`src/design/slcdf_pkg.sv`:
```
// shared types, constants and record codes for the serial lcd window framer
package slcdf_pkg;

    localparam int unsigned COORD_W  = 16;
    localparam int unsigned RECORD_W = 28;
    localparam int unsigned KIND_W   = 2;
    localparam int unsigned BYTE_W   = 8;
    localparam int unsigned STEP_W   = 4;
    localparam int unsigned CFG_IDX_W = 2;

    // item kinds
    localparam logic [KIND_W-1:0] KIND_WINDOW = 2'd0;
    localparam logic [KIND_W-1:0] KIND_PIXEL  = 2'd1;
    localparam logic [KIND_W-1:0] KIND_ORIENT = 2'd2;
    localparam logic [KIND_W-1:0] KIND_NONE   = 2'd3;

    // configuration register indexes
    localparam logic [CFG_IDX_W-1:0] CFG_COLUMN_OFFSET = 2'd0;
    localparam logic [CFG_IDX_W-1:0] CFG_ROW_OFFSET    = 2'd1;
    localparam logic [CFG_IDX_W-1:0] CFG_WIDTH_LIMIT   = 2'd2;
    localparam logic [CFG_IDX_W-1:0] CFG_HEIGHT_LIMIT  = 2'd3;

    // register reset values
    localparam logic [COORD_W-1:0] RST_COLUMN_OFFSET = 16'd40;
    localparam logic [COORD_W-1:0] RST_ROW_OFFSET    = 16'd53;
    localparam logic [COORD_W-1:0] RST_WIDTH_LIMIT   = 16'd240;
    localparam logic [COORD_W-1:0] RST_HEIGHT_LIMIT  = 16'd135;

    // record masks and command bytes
    localparam logic [RECORD_W-1:0] SEL_HIGH_MASK = 28'h0ff00000;
    localparam logic [RECORD_W-1:0] CMD_MASK      = 28'h0003fc00;
    localparam logic [RECORD_W-1:0] IDLE_RECORD   = SEL_HIGH_MASK | CMD_MASK;
    localparam logic [BYTE_W-1:0]   CMD_COLUMN    = 8'h2A;
    localparam logic [BYTE_W-1:0]   CMD_ROW       = 8'h2B;
    localparam logic [BYTE_W-1:0]   CMD_MEMWRITE  = 8'h2C;
    localparam logic [BYTE_W-1:0]   CMD_ORIENT    = 8'h36;

    // final step of each kind's record sequence
    localparam logic [STEP_W-1:0] LAST_STEP_WINDOW = 4'd13;
    localparam logic [STEP_W-1:0] LAST_STEP_PIXEL  = 4'd1;
    localparam logic [STEP_W-1:0] LAST_STEP_ORIENT = 4'd2;

    localparam int unsigned QUEUE_DEPTH_DEF = 4;

    // one classified item between front and back
    typedef struct packed {
        logic [KIND_W-1:0]  kind;
        logic [COORD_W-1:0] w0;   // column start, pixel or orientation
        logic [COORD_W-1:0] w1;   // column end
        logic [COORD_W-1:0] w2;   // row start
        logic [COORD_W-1:0] w3;   // row end
    } job_t;

endpackage

```
`src/design/slcdf_front.sv`:
```
// front part: accepts items, clamps and offsets window bounds, pushes jobs
module slcdf_front (
    input  logic                          s_valid,
    output logic                          s_ready,
    input  logic [slcdf_pkg::KIND_W-1:0]  s_kind,
    input  logic signed [15:0]            s_x_start,
    input  logic signed [15:0]            s_x_end,
    input  logic signed [15:0]            s_y_start,
    input  logic signed [15:0]            s_y_end,
    input  logic [15:0]                   s_pixel,
    input  logic [7:0]                    s_orientation,
    input  logic [slcdf_pkg::COORD_W-1:0] column_offset,
    input  logic [slcdf_pkg::COORD_W-1:0] row_offset,
    input  logic [slcdf_pkg::COORD_W-1:0] width_limit,
    input  logic [slcdf_pkg::COORD_W-1:0] height_limit,
    input  logic                          queue_full,
    output logic                          push,
    output slcdf_pkg::job_t               push_job
);

    function automatic logic [slcdf_pkg::COORD_W-1:0] clamp_start(
        input logic [slcdf_pkg::COORD_W-1:0] v
    );
        clamp_start = v[slcdf_pkg::COORD_W-1] ? '0 : v;
    endfunction

    // negative ends pass through as their bit pattern
    function automatic logic [slcdf_pkg::COORD_W-1:0] clamp_end(
        input logic [slcdf_pkg::COORD_W-1:0] v,
        input logic [slcdf_pkg::COORD_W-1:0] lim
    );
        clamp_end = (!v[slcdf_pkg::COORD_W-1] && (v > lim)) ? lim : v;
    endfunction

    logic [slcdf_pkg::COORD_W-1:0] xs, xe, ys, ye;

    assign xs = clamp_start(s_x_start) + column_offset;
    assign xe = clamp_end(s_x_end, width_limit) + column_offset;
    assign ys = clamp_start(s_y_start) + row_offset;
    assign ye = clamp_end(s_y_end, height_limit) + row_offset;

    assign s_ready = !queue_full;
    assign push    = s_valid && !queue_full && (s_kind != slcdf_pkg::KIND_NONE);

    always_comb begin
        push_job.kind = s_kind;
        push_job.w1   = xe;
        push_job.w2   = ys;
        push_job.w3   = ye;
        case (s_kind)
            slcdf_pkg::KIND_WINDOW: push_job.w0 = xs;
            slcdf_pkg::KIND_PIXEL:  push_job.w0 = s_pixel;
            slcdf_pkg::KIND_ORIENT: push_job.w0 = {8'h00, s_orientation};
            default:                push_job.w0 = xs;
        endcase
    end

endmodule

```
`src/design/slcdf_queue.sv`:
```
// short job queue between front and back
module slcdf_queue #(
    parameter int unsigned DEPTH = slcdf_pkg::QUEUE_DEPTH_DEF
) (
    input  logic            aclk,
    input  logic            aresetn,
    input  logic            push,
    input  slcdf_pkg::job_t push_job,
    input  logic            pop,
    output logic            full,
    output logic            empty,
    output slcdf_pkg::job_t head_job
);

    localparam int unsigned PTR_W = (DEPTH > 1) ? $clog2(DEPTH) : 1;
    localparam int unsigned CNT_W = $clog2(DEPTH + 1);
    localparam logic [PTR_W-1:0] PTR_LAST = PTR_W'(DEPTH - 1);
    localparam logic [CNT_W-1:0] CNT_FULL = CNT_W'(DEPTH);

    slcdf_pkg::job_t  slot_reg [DEPTH];
    logic [PTR_W-1:0] wr_ptr_reg, wr_ptr_next;
    logic [PTR_W-1:0] rd_ptr_reg, rd_ptr_next;
    logic [CNT_W-1:0] count_reg, count_next;
    logic             do_push, do_pop;

    assign full     = (count_reg == CNT_FULL);
    assign empty    = (count_reg == '0);
    assign head_job = slot_reg[rd_ptr_reg];
    assign do_push  = push && !full;
    assign do_pop   = pop && !empty;

    always_comb begin
        wr_ptr_next = wr_ptr_reg;
        rd_ptr_next = rd_ptr_reg;
        count_next  = count_reg;
        if (do_push) begin
            wr_ptr_next = (wr_ptr_reg == PTR_LAST) ? '0 : wr_ptr_reg + 1'b1;
        end
        if (do_pop) begin
            rd_ptr_next = (rd_ptr_reg == PTR_LAST) ? '0 : rd_ptr_reg + 1'b1;
        end
        if (do_push && !do_pop) begin
            count_next = count_reg + 1'b1;
        end else if (do_pop && !do_push) begin
            count_next = count_reg - 1'b1;
        end
    end

    always_ff @(posedge aclk) begin
        if (!aresetn) begin
            wr_ptr_reg <= '0;
            rd_ptr_reg <= '0;
            count_reg  <= '0;
        end else begin
            wr_ptr_reg <= wr_ptr_next;
            rd_ptr_reg <= rd_ptr_next;
            count_reg  <= count_next;
        end
    end

    always_ff @(posedge aclk) begin
        if (do_push) begin
            slot_reg[wr_ptr_reg] <= push_job;
        end
    end

endmodule

```
`src/design/slcdf_back.sv`:
```
// back part: steps through a job's record sequence into the output register
module slcdf_back (
    input  logic                            aclk,
    input  logic                            aresetn,
    input  logic                            queue_empty,
    input  slcdf_pkg::job_t                 head_job,
    output logic                            pop,
    output logic                            m_valid,
    input  logic                            m_ready,
    output logic [slcdf_pkg::RECORD_W-1:0]  m_record,
    output logic                            m_last
);

    logic [slcdf_pkg::STEP_W-1:0]   step_reg, step_next;
    logic                           m_valid_reg, m_valid_next;
    logic [slcdf_pkg::RECORD_W-1:0] m_record_reg, m_record_next;
    logic                           m_last_reg, m_last_next;
    logic                           advance;
    logic [slcdf_pkg::RECORD_W-1:0] rec;
    logic                           rec_last;

    function automatic logic [slcdf_pkg::RECORD_W-1:0] data_rec(
        input logic [slcdf_pkg::BYTE_W-1:0] b
    );
        data_rec = {{(slcdf_pkg::RECORD_W - slcdf_pkg::BYTE_W){1'b0}}, b};
    endfunction

    function automatic logic [slcdf_pkg::RECORD_W-1:0] cmd_rec(
        input logic [slcdf_pkg::BYTE_W-1:0] b
    );
        cmd_rec = slcdf_pkg::CMD_MASK | data_rec(b);
    endfunction

    // record for the current step of the head job
    always_comb begin
        rec      = slcdf_pkg::IDLE_RECORD;
        rec_last = 1'b0;
        case (head_job.kind)
            slcdf_pkg::KIND_WINDOW: begin
                rec_last = (step_reg == slcdf_pkg::LAST_STEP_WINDOW);
                case (step_reg)
                    4'd0:    rec = slcdf_pkg::IDLE_RECORD;
                    4'd1:    rec = cmd_rec(slcdf_pkg::CMD_COLUMN);
                    4'd2:    rec = data_rec(head_job.w0[15:8]);
                    4'd3:    rec = data_rec(head_job.w0[7:0]);
                    4'd4:    rec = data_rec(head_job.w1[15:8]);
                    4'd5:    rec = data_rec(head_job.w1[7:0]);
                    4'd6:    rec = slcdf_pkg::IDLE_RECORD;
                    4'd7:    rec = cmd_rec(slcdf_pkg::CMD_ROW);
                    4'd8:    rec = data_rec(head_job.w2[15:8]);
                    4'd9:    rec = data_rec(head_job.w2[7:0]);
                    4'd10:   rec = data_rec(head_job.w3[15:8]);
                    4'd11:   rec = data_rec(head_job.w3[7:0]);
                    4'd12:   rec = slcdf_pkg::IDLE_RECORD;
                    default: rec = cmd_rec(slcdf_pkg::CMD_MEMWRITE);
                endcase
            end
            slcdf_pkg::KIND_PIXEL: begin
                rec_last = (step_reg == slcdf_pkg::LAST_STEP_PIXEL);
                rec = rec_last ? data_rec(head_job.w0[7:0]) : data_rec(head_job.w0[15:8]);
            end
            slcdf_pkg::KIND_ORIENT: begin
                rec_last = (step_reg == slcdf_pkg::LAST_STEP_ORIENT);
                case (step_reg)
                    4'd0:    rec = slcdf_pkg::IDLE_RECORD;
                    4'd1:    rec = cmd_rec(slcdf_pkg::CMD_ORIENT);
                    default: rec = data_rec(head_job.w0[7:0]);
                endcase
            end
            default: begin
                rec      = slcdf_pkg::IDLE_RECORD;
                rec_last = 1'b1;
            end
        endcase
    end

    assign advance = !queue_empty && (!m_valid_reg || m_ready);
    assign pop     = advance && rec_last;

    always_comb begin
        step_next     = step_reg;
        m_valid_next  = m_valid_reg;
        m_record_next = m_record_reg;
        m_last_next   = m_last_reg;
        if (advance) begin
            m_valid_next  = 1'b1;
            m_record_next = rec;
            m_last_next   = rec_last;
            step_next     = rec_last ? '0 : step_reg + 1'b1;
        end else if (m_ready) begin
            m_valid_next = 1'b0;
        end
    end

    always_ff @(posedge aclk) begin
        if (!aresetn) begin
            step_reg    <= '0;
            m_valid_reg <= 1'b0;
        end else begin
            step_reg    <= step_next;
            m_valid_reg <= m_valid_next;
        end
    end

    always_ff @(posedge aclk) begin
        m_record_reg <= m_record_next;
        m_last_reg   <= m_last_next;
    end

    assign m_valid  = m_valid_reg;
    assign m_record = m_record_reg;
    assign m_last   = m_last_reg;

endmodule

```
`src/design/spi_lcd_command_window_framer_core.sv`:
```
// top level of the serial lcd window framer: config registers, front, queue, back
// an item's first record is registered in the queue, then in the back part's output register
// one record per cycle from the back part's output register while the receiver takes
//   them; a pixel item gives 2 records, an orientation item 3 and a window item 14
// kind 3 items are accepted and dropped without any record
// reset: queue and output register empty, offsets 40/53, limits 240/135
module spi_lcd_command_window_framer_core #(
    parameter int unsigned QUEUE_DEPTH = slcdf_pkg::QUEUE_DEPTH_DEF
) (
    input  logic                             aclk,
    input  logic                             aresetn,
    // input channel
    input  logic                             s_valid,
    output logic                             s_ready,
    input  logic [slcdf_pkg::KIND_W-1:0]     s_kind,
    input  logic signed [15:0]               s_x_start,
    input  logic signed [15:0]               s_x_end,
    input  logic signed [15:0]               s_y_start,
    input  logic signed [15:0]               s_y_end,
    input  logic [15:0]                      s_pixel,
    input  logic [7:0]                       s_orientation,
    // result channel
    output logic                             m_valid,
    input  logic                             m_ready,
    output logic [slcdf_pkg::RECORD_W-1:0]   m_record,
    output logic                             m_last,
    // configuration write port
    input  logic                             cfg_wr_en,
    input  logic [slcdf_pkg::CFG_IDX_W-1:0]  cfg_index,
    input  logic [slcdf_pkg::COORD_W-1:0]    cfg_data
);

    // configuration registers
    logic [slcdf_pkg::COORD_W-1:0] column_offset_reg;
    logic [slcdf_pkg::COORD_W-1:0] row_offset_reg;
    logic [slcdf_pkg::COORD_W-1:0] width_limit_reg;
    logic [slcdf_pkg::COORD_W-1:0] height_limit_reg;

    // front to queue
    logic            push;
    slcdf_pkg::job_t push_job;
    logic            queue_full;

    // queue to back
    logic            pop;
    logic            queue_empty;
    slcdf_pkg::job_t head_job;

    // plain register writes; the user must write only while the block is idle, the block itself does not enforce it
    always_ff @(posedge aclk) begin
        if (!aresetn) begin
            column_offset_reg <= slcdf_pkg::RST_COLUMN_OFFSET;
            row_offset_reg    <= slcdf_pkg::RST_ROW_OFFSET;
            width_limit_reg   <= slcdf_pkg::RST_WIDTH_LIMIT;
            height_limit_reg  <= slcdf_pkg::RST_HEIGHT_LIMIT;
        end else if (cfg_wr_en) begin
            case (cfg_index)
                slcdf_pkg::CFG_COLUMN_OFFSET: column_offset_reg <= cfg_data;
                slcdf_pkg::CFG_ROW_OFFSET:    row_offset_reg    <= cfg_data;
                slcdf_pkg::CFG_WIDTH_LIMIT:   width_limit_reg   <= cfg_data;
                slcdf_pkg::CFG_HEIGHT_LIMIT:  height_limit_reg  <= cfg_data;
                default: begin
                end
            endcase
        end
    end

    // front: classify the beat, clamp and offset the window bounds
    slcdf_front u_front (
        .s_valid       (s_valid),
        .s_ready       (s_ready),
        .s_kind        (s_kind),
        .s_x_start     (s_x_start),
        .s_x_end       (s_x_end),
        .s_y_start     (s_y_start),
        .s_y_end       (s_y_end),
        .s_pixel       (s_pixel),
        .s_orientation (s_orientation),
        .column_offset (column_offset_reg),
        .row_offset    (row_offset_reg),
        .width_limit   (width_limit_reg),
        .height_limit  (height_limit_reg),
        .queue_full    (queue_full),
        .push          (push),
        .push_job      (push_job)
    );

    // short queue decouples input stalls from output stalls
    slcdf_queue #(
        .DEPTH (QUEUE_DEPTH)
    ) u_queue (
        .aclk     (aclk),
        .aresetn  (aresetn),
        .push     (push),
        .push_job (push_job),
        .pop      (pop),
        .full     (queue_full),
        .empty    (queue_empty),
        .head_job (head_job)
    );

    // back: one record per cycle while the receiver takes them, pops the job on its final record
    slcdf_back u_back (
        .aclk        (aclk),
        .aresetn     (aresetn),
        .queue_empty (queue_empty),
        .head_job    (head_job),
        .pop         (pop),
        .m_valid     (m_valid),
        .m_ready     (m_ready),
        .m_record    (m_record),
        .m_last      (m_last)
    );

endmodule

```
`config.mk`:
```
export PLATFORM = sky130hd
export DESIGN_NAME = spi_lcd_command_window_framer_core
export DESIGN_NICKNAME = d
export VERILOG_FILES = /design/src/design/slcdf_pkg.sv /design/src/design/slcdf_front.sv /design/src/design/slcdf_queue.sv /design/src/design/slcdf_back.sv /design/src/design/spi_lcd_command_window_framer_core.sv
export SDC_FILE = /design/constraint.sdc
export NUM_CORES = 1
export LEC_CHECK = 0
export ABC_AREA = 1
export BUFFER_PORTS_ARGS = -buffer_cell sky130_fd_sc_hd__buf_2
export CORE_UTILIZATION = 30
export DETAILED_ROUTE_END_ITERATION = 16
export GPL_ROUTABILITY_DRIVEN = 0
export SLEW_MARGIN = 15
export SYNTH_ARGS = -nofsm -noshare
export SYNTH_HDL_FRONTEND = slang
export SYNTH_SLANG_ARGS = --single-unit
```
`constraint.sdc`:
```
create_clock -name aclk -period 5.4 [get_ports aclk]
set_input_delay 0.27 -clock aclk [delete_from_list [all_inputs] [get_ports aclk]]
set_output_delay 0.27 -clock aclk [all_outputs]
set_load 0.02 [all_outputs]
```
* Word-level counts from Yosys, hierarchy flattened
Memories as Yosys holds them, arrays and structs flattened. A register that Yosys moved wholly into a read port is not among the register bits. Index checks and enable logic that the tools add are counted.
Operators by class: add/sub/neg operators 9, $mul 0, divide/modulo/power cells 0, magnitude comparators 2, equal/unequal tests 24, shifts and indexed selects 0, multiplexer cells 21, bitwise logic cells 0, reduce and logical (&&, ||, !) cells 29
Operator list (number):
- 28-bit case mux with 11 select lines | 1
- 28-bit case mux with 3 select lines | 1
- 16-bit adder | 4
- 28-bit case mux with 2 select lines | 1
- 16-bit greater-than comparator | 2
- 16-bit 2-to-1 mux | 2
- 16-bit case mux with 2 select lines | 1
- 15-bit 2-to-1 mux | 2
- 4-bit equality test, second input constant | 6
- 4-bit by 3-bit equality test with 1-bit output, second input constant | 4
- 2-bit equality test, second input constant | 6
- 1-bit logical AND | 10
- 4-bit by 2-bit equality test with 1-bit output, second input constant | 2
- 2-bit 2-to-1 mux | 4
- 8-bit 2-to-1 mux | 1
- 2-bit AND reduction | 4
- 1-bit logical NOT | 7
- 2-bit by 1-bit equality test with 1-bit output, second input constant | 3
- 3-bit 2-to-1 mux | 2
- 2-bit by 1-bit adder with 2-bit output, second input constant | 2
- 4-bit by 1-bit adder with 4-bit output, second input constant | 1
- 4-bit by 1-bit equality test with 1-bit output, second input constant | 1
- 2-bit logical NOT | 2
- 4-bit logical NOT | 1
- 11 further kinds | 15
Storage, ports and cells: register bits 105, bits in latches 0, RAM bits 264, memory bits (read-only) 0, input port bits 113, output and inout bits 31, logic and storage cells 97, memories 1
Memories:
- u_queue.slot_reg | words 4, bits a word 66, read ports 1, clocked after memory_dff 1, write ports 1, line slcdf_queue.sv:20 | slcdf_pkg::job_t slot_reg [DEPTH];

* Longest topological paths before layout
Gate-level depths: netlist (run 1).
word-level depth 9, gate-level depth with buffers 25, depth with buffers taken out 24

* Modules after synthesis
A second synthesis (run 1) with hierarchy kept.
Second synthesis, totals: cell total of the unflattened synthesis 2180, area, all modules 19889.1 µm²
Modules (own cells, without submodules):
- slcdf_queue | instances 1, cells an instance 710, area an instance 10881.7 µm², seq. area each 8107.8 µm²
- slcdf_front | instances 1, cells an instance 778, area an instance 4523.1 µm², seq. area each 0.0 µm²
- spi_lcd_command_window_framer_core | instances 1, cells an instance 388, area an instance 2612.5 µm², seq. area each 1281.2 µm²
- slcdf_back | instances 1, cells an instance 304, area an instance 1871.8 µm², seq. area each 430.4 µm²

* Worst setup path after synthesis (run 1)
Ideal clock, no wire load.
kind in2reg, from input s_kind[0] (netlist bit), to memory u_queue.slot_reg[0][0] (netlist bit) (enable), setup time 0.491 ns, data arrival time 3.584 ns, data required time 4.909 ns, path slack 1.326 ns, stages on the path 4, buffers on the path 0, cell sequence ha_1 > nor3_1 > inv_1 > nor2_1
On the way: longest elaborated chain between the ends 5
Ends and longest elaborated chain:
- from (decl) | line spi_lcd_command_window_framer_core.sv:15 | input logic [slcdf_pkg::KIND_W-1:0] s_kind,
- 2-bit inequality test | line slcdf_front.sv:43 | assign push = s_valid && !queue_full && (s_kind != slcdf_pkg::KIND_NONE);
- 1-bit logical AND | line slcdf_front.sv:43
- 1-bit logical AND | line slcdf_queue.sv:29 | assign do_push = push && !full;
- named net u_queue.do_push | line slcdf_queue.sv:24 | logic do_push, do_pop;
- 1-bit 2-to-1 mux | line slcdf_queue.sv:62 | if (do_push) begin
- 1-bit 2-to-1 mux (implied by the code) | line slcdf_queue.sv:63 | slot_reg[wr_ptr_reg] <= push_job;
- to (decl) | line slcdf_queue.sv:20
The timed path passes the listed nets, and every way through them passes these cells.

==> results_dict.tcl, run 1 <==
set metrics [dict create \
    io_pins 144 \
    slew_violations 0 \
    die_y_um 251 \
    setup_violations 0 \
    cp_top_family "simple AND/OR/NAND/NOR gates" \
    area_growth_syn_to_layout_pct 14.3 \
    synth_seq_cells 353 \
    seq_area_frac_synth_pct 53.0 \
    post-route-util_pct 34.9 \
    fin_setup_tns_ns 0 \
    drtIter0Drc 1199 \
    setup_ws_ns 1.20 \
    vias_per_cell 4.89 \
    num_vias 14500 \
    wl_per_cell_um 17.0 \
    clkTransAtPathRegs_ns 0.06 \
    grt_overflow_total 0 \
    final_net_count 2371 \
    crit_top_cell "nand2_1" \
    crit_start "height_limit_reg[15]" \
    yosys_warnings 0 \
    syn-cell-area_um2 18500 \
    dp_hpwl_um 35300 \
    grt_pass1_wl_um 76900 \
    avgSynthCellArea_um2 9.12 \
    pre_cts_ws_ns 1.37 \
    synth_compound_area_share_pct 12.6 \
    drcViolationCount 0 \
    rrSetupSlack_ns 1.20 \
    drtPass1Iterations 5 \
    outcome "finished, final reports clean" \
    dieArea_um2 62800 \
    finalHoldViolations 0 \
    crit_end "u_queue.slot_reg[3][7]" \
    core_um2 60700 \
    drv_cap 0 \
    synth-xor-area-share_pct 1.98 \
    rsz0062_at_grt "no" \
    diodes 0 \
    slowest_delay_ns 0.58 \
    grt_use_total_pct 15.8 \
    arrival_ns 4.46 \
    reg2reg_from "height_limit_reg[15]" \
    fin_crit_sh_pct 77.7 \
    yosysTopAreaCell "edfxtp_1" \
    cts_buffer_depth 3 \
    leakagePower_nw 8.86 \
    dp.cells 2881 \
    cts_resized 0 \
    synth_cells 2033 \
    cts_buffers 39 \
    rows 90 \
    cts_tree "built" \
    cp_num_buf_inv 2 \
    synthTopCellsByArea "edfxtp_1, dfxtp_1, nand2_1" \
    ant_nets 0 \
    tightestPinTransition_ns 1.08 \
    grt_pass1_vias 13700 \
    worst_path_max_delay_cell "xor2_1" \
    cp_max_fo 30 \
    period_minus_slack_ns 4.20 \
    cp.depth 16 \
    synth.area.mux_share_pct 0 \
    antenna_found_initial 0 \
    drive_gt1_share_pct 11.4 \
    synthSimpleGateAreaFrac_pct 18.1 \
    largest_reg_flops 264 \
    synth_fa_ha_area_share_pct 7.76 \
    synth_top_family_by_area "simple AND/OR/NAND/NOR gates" \
    crit_path_cell_trace "inv_1 > ha_1 > nand2_1 > nor2_1 > nand4_1 > inv_1 > nand2_1 > nand2_1 > nand2_1 > o21ai_0 > ha_1 > nand3_1 > nand2_1 > a21boi_0 > o21ai_0 > xor2_1" \
    reg2reg_to "u_queue.slot_reg[3][7]" \
    stdcell_count 2958 \
    power.density_nw_per_um2 411 \
    power_mw 8.72 \
    numPortBuffers 139 \
    worstSkewPairLatency_ns 0.57 \
    cp.required_ns 5.66 \
    end_kind "flip-flop" \
    wl_um 50400 \
    start_util_pct 30.5 \
    timing.hold.ws_ns 0.0265 \
    skew_ns 0.0239 \
    fmax_mhz 238 \
    cp-start-kind "flip-flop" \
    max_slew_margin_pct 27.8 \
    place_area_um2 19800 \
    grt_max_degree 79 \
    clockRootBuffer "clkbuf_16" \
    cts_sinks 353 \
    ir_worst_vdd_mv 0.218 \
    synth_top_area_share_pct 44.6 \
    critPathKind "reg2reg" \
    chipWidth_um 251 \
    hold_path.class "in2reg" \
    worstRegToRegCells 16 \
    fin_area_um2 21200 \
    synth_cell_types 48 \
    htree_levels 2 \
]
-- where the power goes --
part / internal, mW / switching [mW]
logic: 0.725 / 1.80
registers: 3.36 / 0.179
clock network: 1.54 / 1.11
total: 5.62 / 3.09
-- routing by layer --
metal | part of all wire [%] | global-route usage, % | routed length (µm) | up-vias
met3 | 5.1 | 2.42 | 2560 | 79
met4 | 3.3 | 5.84 | 1650 | 0
met5 | 0 | 0 | 0 | -
met2 | 47 | 26.2 | 23600 | 425
met1 | 45 | 20.7 | 22600 | 6799
li1 | - | - | - | 7156
-- worst min-delay path, cell delays in order --
cell,delay [ns]
buf_2,0.15
nand2_1,0.07
o211ai_1,0.07
-- cells in the mapped netlist (all sizes together) --
cell	count
nand3b	3
a21boi	6
o22ai	28
xor2	31
clkbuf	31
or2	1
conb	1
o211ai	6
xnor2	11
nor3b	1
a21o	11
a211oi	3
o221ai	2
a31oi	3
nand2	390
nand4	20
dfxtp	78
nor3	11
edfxtp	275
nor2	269
and2	1
buf	58
o21bai	6
clkinv	2
inv	187
a21oi	127
nand3	114
o21ai	240
o2111ai	2
fa	5
ha	107
o31ai	2
a32oi	1
-- layout make-up --
cell class | instances | area [µm²]
Tap cell | 782 | 978
Clock inverter | 26 | 279
Multi-Input combinational cell | 1405 | 7540
Fill cell | 6066 | 39500
Inverter | 189 | 711
Sequential cell | 353 | 9820
Clock buffer | 45 | 998
Timing Repair Buffer | 158 | 853
-- worst min path at each step --
stage | startpoint | endpoint | cells after the start | slack (ns)
after floorplan | s_kind[0] | u_queue.slot_reg[0][64] | 0 | 0.37
after global placement | height_limit_reg[5] | height_limit_reg[5] | 2 | 0.46
after detailed placement | height_limit_reg[5] | height_limit_reg[5] | 2 | 0.47
after CTS | cfg_data[6] | width_limit_reg[6] | 3 | 0.002
after global routing | cfg_data[6] | width_limit_reg[6] | 3 | 0.03
final | cfg_data[6] | width_limit_reg[6] | 3 | 0.03
-- logic make-up (layout without fill, tap and decap cells) --
group,after synthesis,count (layout)
buffers and inverters,278,418
other,1,4
AND/OR/NAND/NOR,810,810
XOR/XNOR,42,42
adder cells (fa/ha/maj),112,112
AO/OA/AOI/OAI,437,437
flip-flops,353,353
-- layout by cell type, fill, tap and decap left out, types with 5 or more instances in the layout --
master	n
o211ai_1	6
dfxtp_1	76
nor2_1	257
nand2_1	382
buf_4	13
clkbuf_1	6
o21ai_1	18
clkbuf_16	39
ha_1	107
xnor2_1	11
fa_1	5
nand4_1	19
nor3_1	9
clkinv_1	9
xor2_1	31
nand3_1	111
nor2_4	5
inv_2	5
inv_1	181
a21o_1	11
buf_2	139
o22ai_1	28
a21oi_1	125
o21ai_0	222
nor2_2	7
nand2_2	7
edfxtp_1	275
dlygate4sd3_1	6
o21bai_1	6
clkinv_2	7
-- what timing repair did --
action	CTS	global route
hold endpoints to repair	11	0
hold buffers	6	0
endpoints found under the setup margin	0	0
setup buffers	0	0
(Power assumes the default switching activity.)
==> inputs of run 2 (changes only) <==
- ABC_AREA: 1 -> 0
- clock period: 5.4 -> 3.82 ns (I/O delays scaled with it)
==> results_dict.tcl, run 2 <==
set metrics [dict create \
    die_y_um 249 \
    synthSimpleGateAreaFrac_pct 9.86 \
    layout_commonest_cell "edfxtp_1" \
    netSwitchingPower_mw 3.67 \
    place_area_um2 20500 \
    setup_ws_ns -0.0210 \
    worst_path_max_delay_cell "or4_1" \
    grt_use_met2_pct 26.2 \
    combPwrFrac_pct 28.4 \
    end_kind "flip-flop" \
    diodes 0 \
    tightestPinTransition_ns 0.949 \
    seqPwrFrac_pct 40.5 \
    drtIter0Drc 766 \
    synthFlopType "edfxtp_1" \
    cp-start-kind "flip-flop" \
    grt_pass1_vias 12800 \
    start_util_pct 30.3 \
    dp_hpwl_um 34300 \
    antenna_found_initial 0 \
    fin_area_um2 22700 \
    pwr-share-clk_pct 31.0 \
    post-route-util_pct 37.7 \
    max_slew_margin_pct 36.7 \
    final_net_count 1958 \
    area_growth_syn_to_layout_pct 24.2 \
    layout_common_cells "edfxtp_1, nand2_1, buf_2" \
    worstSkewPairLatency_ns 0.57 \
    wl_per_cell_um 19.0 \
    drtPass1Iterations 9 \
    chipWidth_um 249 \
    rows 90 \
    grt_overflow_total 0 \
    leakagePower_nw 8.49 \
    clkTransAtPathRegs_ns 0.06 \
    skew_ns 0.0233 \
    io_pins 144 \
    crit_path_cell_trace "inv_2 > ha_4 > nand4_1 > or4_1 > nand3_2 > and3b_2 > buf_6 > mux2_2 > ha_4 > o21ai_1 > o21a_1 > o31ai_4 > a21oi_2 > a211oi_2 > a211oi_2 > xnor2_2" \
    synth_edf_count 275 \
    synth-xor-area-share_pct 2.54 \
    synth_top_family_by_area "compound AO/OA/AOI/OAI gates" \
    cts_buffers 38 \
    core_um2 60200 \
    swShare_pct 30.8 \
    slew_violations 0 \
    synth_compound_area_share_pct 12.4 \
    cts_sinks 353 \
    cp_max_fo 4 \
    hold_path.class "in2reg" \
    avgSynthCellArea_um2 12.3 \
    slowest_delay_ns 0.56 \
    synth_top_area_share_pct 45.2 \
    violations "setup timing" \
    power.internal_mw 8.22 \
    async_reset_ff_share_pct 0 \
    num_vias 12800 \
    synth.most_common_cell "edfxtp_1" \
    yosysTopAreaCell "edfxtp_1" \
    reg2reg_to "u_queue.slot_reg[3][15]" \
    synth_cells 1486 \
    synth_seq_cells 353 \
    ant_nets 0 \
    critPathKind "reg2reg" \
    grt_pass1_wl_um 73100 \
    reg2reg_from "height_limit_reg[10]" \
    finalHoldViolations 0 \
    cts_buffer_depth 3 \
    synth.area.mux_share_pct 9.83 \
    fmax_mhz 260 \
    power.density_nw_per_um2 524 \
    synthTopCellsByArea "edfxtp_1, dfxtp_1, mux4_2" \
    wl_um 48200 \
    grt_max_degree 67 \
    arrival_ns 4.14 \
    setup_violations 4 \
    fin_crit_sh_pct 101 \
    period_minus_slack_ns 3.84 \
    drive_gt1_share_pct 30.1 \
    clockRootBuffer "clkbuf_16" \
    largest_reg_flops 264 \
    yosys_warnings 0 \
    seq_area_frac_synth_pct 53.7 \
    grt_use_total_pct 15.3 \
    worstRegToRegCells 16 \
    crit_start "height_limit_reg[10]" \
    rrSetupSlack_ns -0.02 \
    syn-cell-area_um2 18300 \
    ir_worst_vdd_mv 0.269 \
    drv_cap 0 \
    drcViolationCount 0 \
    cts_tree "built" \
    grtUsageMet3_pct 2.52 \
    rsz0062_at_grt "yes" \
    pre_cts_ws_ns -0.358 \
    synth_cell_types 72 \
    grtUsageMet1_pct 19.8 \
    outcome "finished, violations left" \
    synth_fa_ha_area_share_pct 7.87 \
    netlist_top_cells_count "edfxtp_1, nand2_1, ha_1" \
    grt_busiest_layer "met2" \
    dieArea_um2 61900 \
    crit_end "u_queue.slot_reg[3][15]" \
    cp.required_ns 4.12 \
    vias_per_cell 5.02 \
    numPortBuffers 139 \
    htree_levels 2 \
]
[run 2: changes by cell type after synthesis, sizes merged, moves of 42 or more]
cell and change:
a21boi +50, a21oi -69, inv -120, mux4 +66, nand2 -198, nand3 -98, nor2 -212, nor2b +42
o21ai -178
[run 2: worst min-delay path by stage]
stage	start	end	slack, ns	depth (start not counted)
CTS	s_kind[0]	u_queue.slot_reg[0][64]	0.005	1
global placement	width_limit_reg[12]	width_limit_reg[12]	0.46	2
floorplan	s_kind[0]	u_queue.slot_reg[0][64]	0.29	0
finish	s_kind[0]	u_queue.slot_reg[3][64]	0.02	1
global route	s_kind[0]	u_queue.slot_reg[2][64]	0.01	1
detailed placement	width_limit_reg[1]	width_limit_reg[1]	0.46	2
[run 2: power by group through the flow]
stage	clock network (mW)	registers [mW]	logic, mW
2_1_floorplan	0	4.93	2.17
4_1_cts	3.78	4.82	3.34
3_5_place_dp	0	4.90	3.24
5_1_grt	3.92	4.86	3.65
3_3_place_gp	0	4.88	3.20
6_report	3.69	4.82	3.38
[run 2: per-stage QoR]
step           hold slack (ns)  total power [mW]  TNS (ns)  std cells
6_report                0.0181              11.9   -0.0835       2544
5_1_grt                 0.0112              12.4     -3.02       2544
4_1_cts                0.00545              11.9  -0.00784       2543
3_5_place_dp             0.462              8.14    -11.87       2437
3_3_place_gp             0.458              8.08     -5.33       2437
2_1_floorplan            0.290              7.10         0       1489
[run 2: final cells by class]
class / count / area [µm²]
clock inverters: 22 / 216
clock buffers: 47 / 1030
fillers: 5683 / 37600
well taps: 782 / 978
inverters: 67 / 251
flip-flops and latches: 353 / 9840
multi-input cells: 984 / 8380
repair buffers: 289 / 1990
[run 2: critical path: cells and delay by family (launching register included)]
family                     cells  cell delay (ns)
AOI/OAI and AO/OA              6             0.95
xor gates and xnor gates       1             0.16
adders and majority gates      2             0.54
buffers and inverters          2             0.18
DFF                            1             0.33
muxes                          1             0.36
and+or+nand+nor                4             1.06
[run 2: logic make-up (layout without fill, tap and decap cells)]
kind of cell,Yosys count,in the layout
adders and majority gates,112,112
and+or+nand+nor,387,387
xor gates and xnor gates,53,53
muxes,95,95
buffers and inverters,152,425
AOI/OAI and AO/OA,333,333
DFF,353,353
other,1,4
[run 2: what timing repair did]
action                                 in CTS  in global routing
hold buffers                               18                  0
cloned                                      0                  1
endpoints found under the hold margin      62                  0
resized for setup                          61                 82
buffers inserted                           19                  2
setup endpoints to repair                  72                 76
pin swaps                                  31                 43
[run 2: layer usage]
metal  vias up  routed length, µm
li1       6052                  -
met1      6310              21000
met2       352              23700
met3        61               2520
met4         0               1010
met5         -                  0
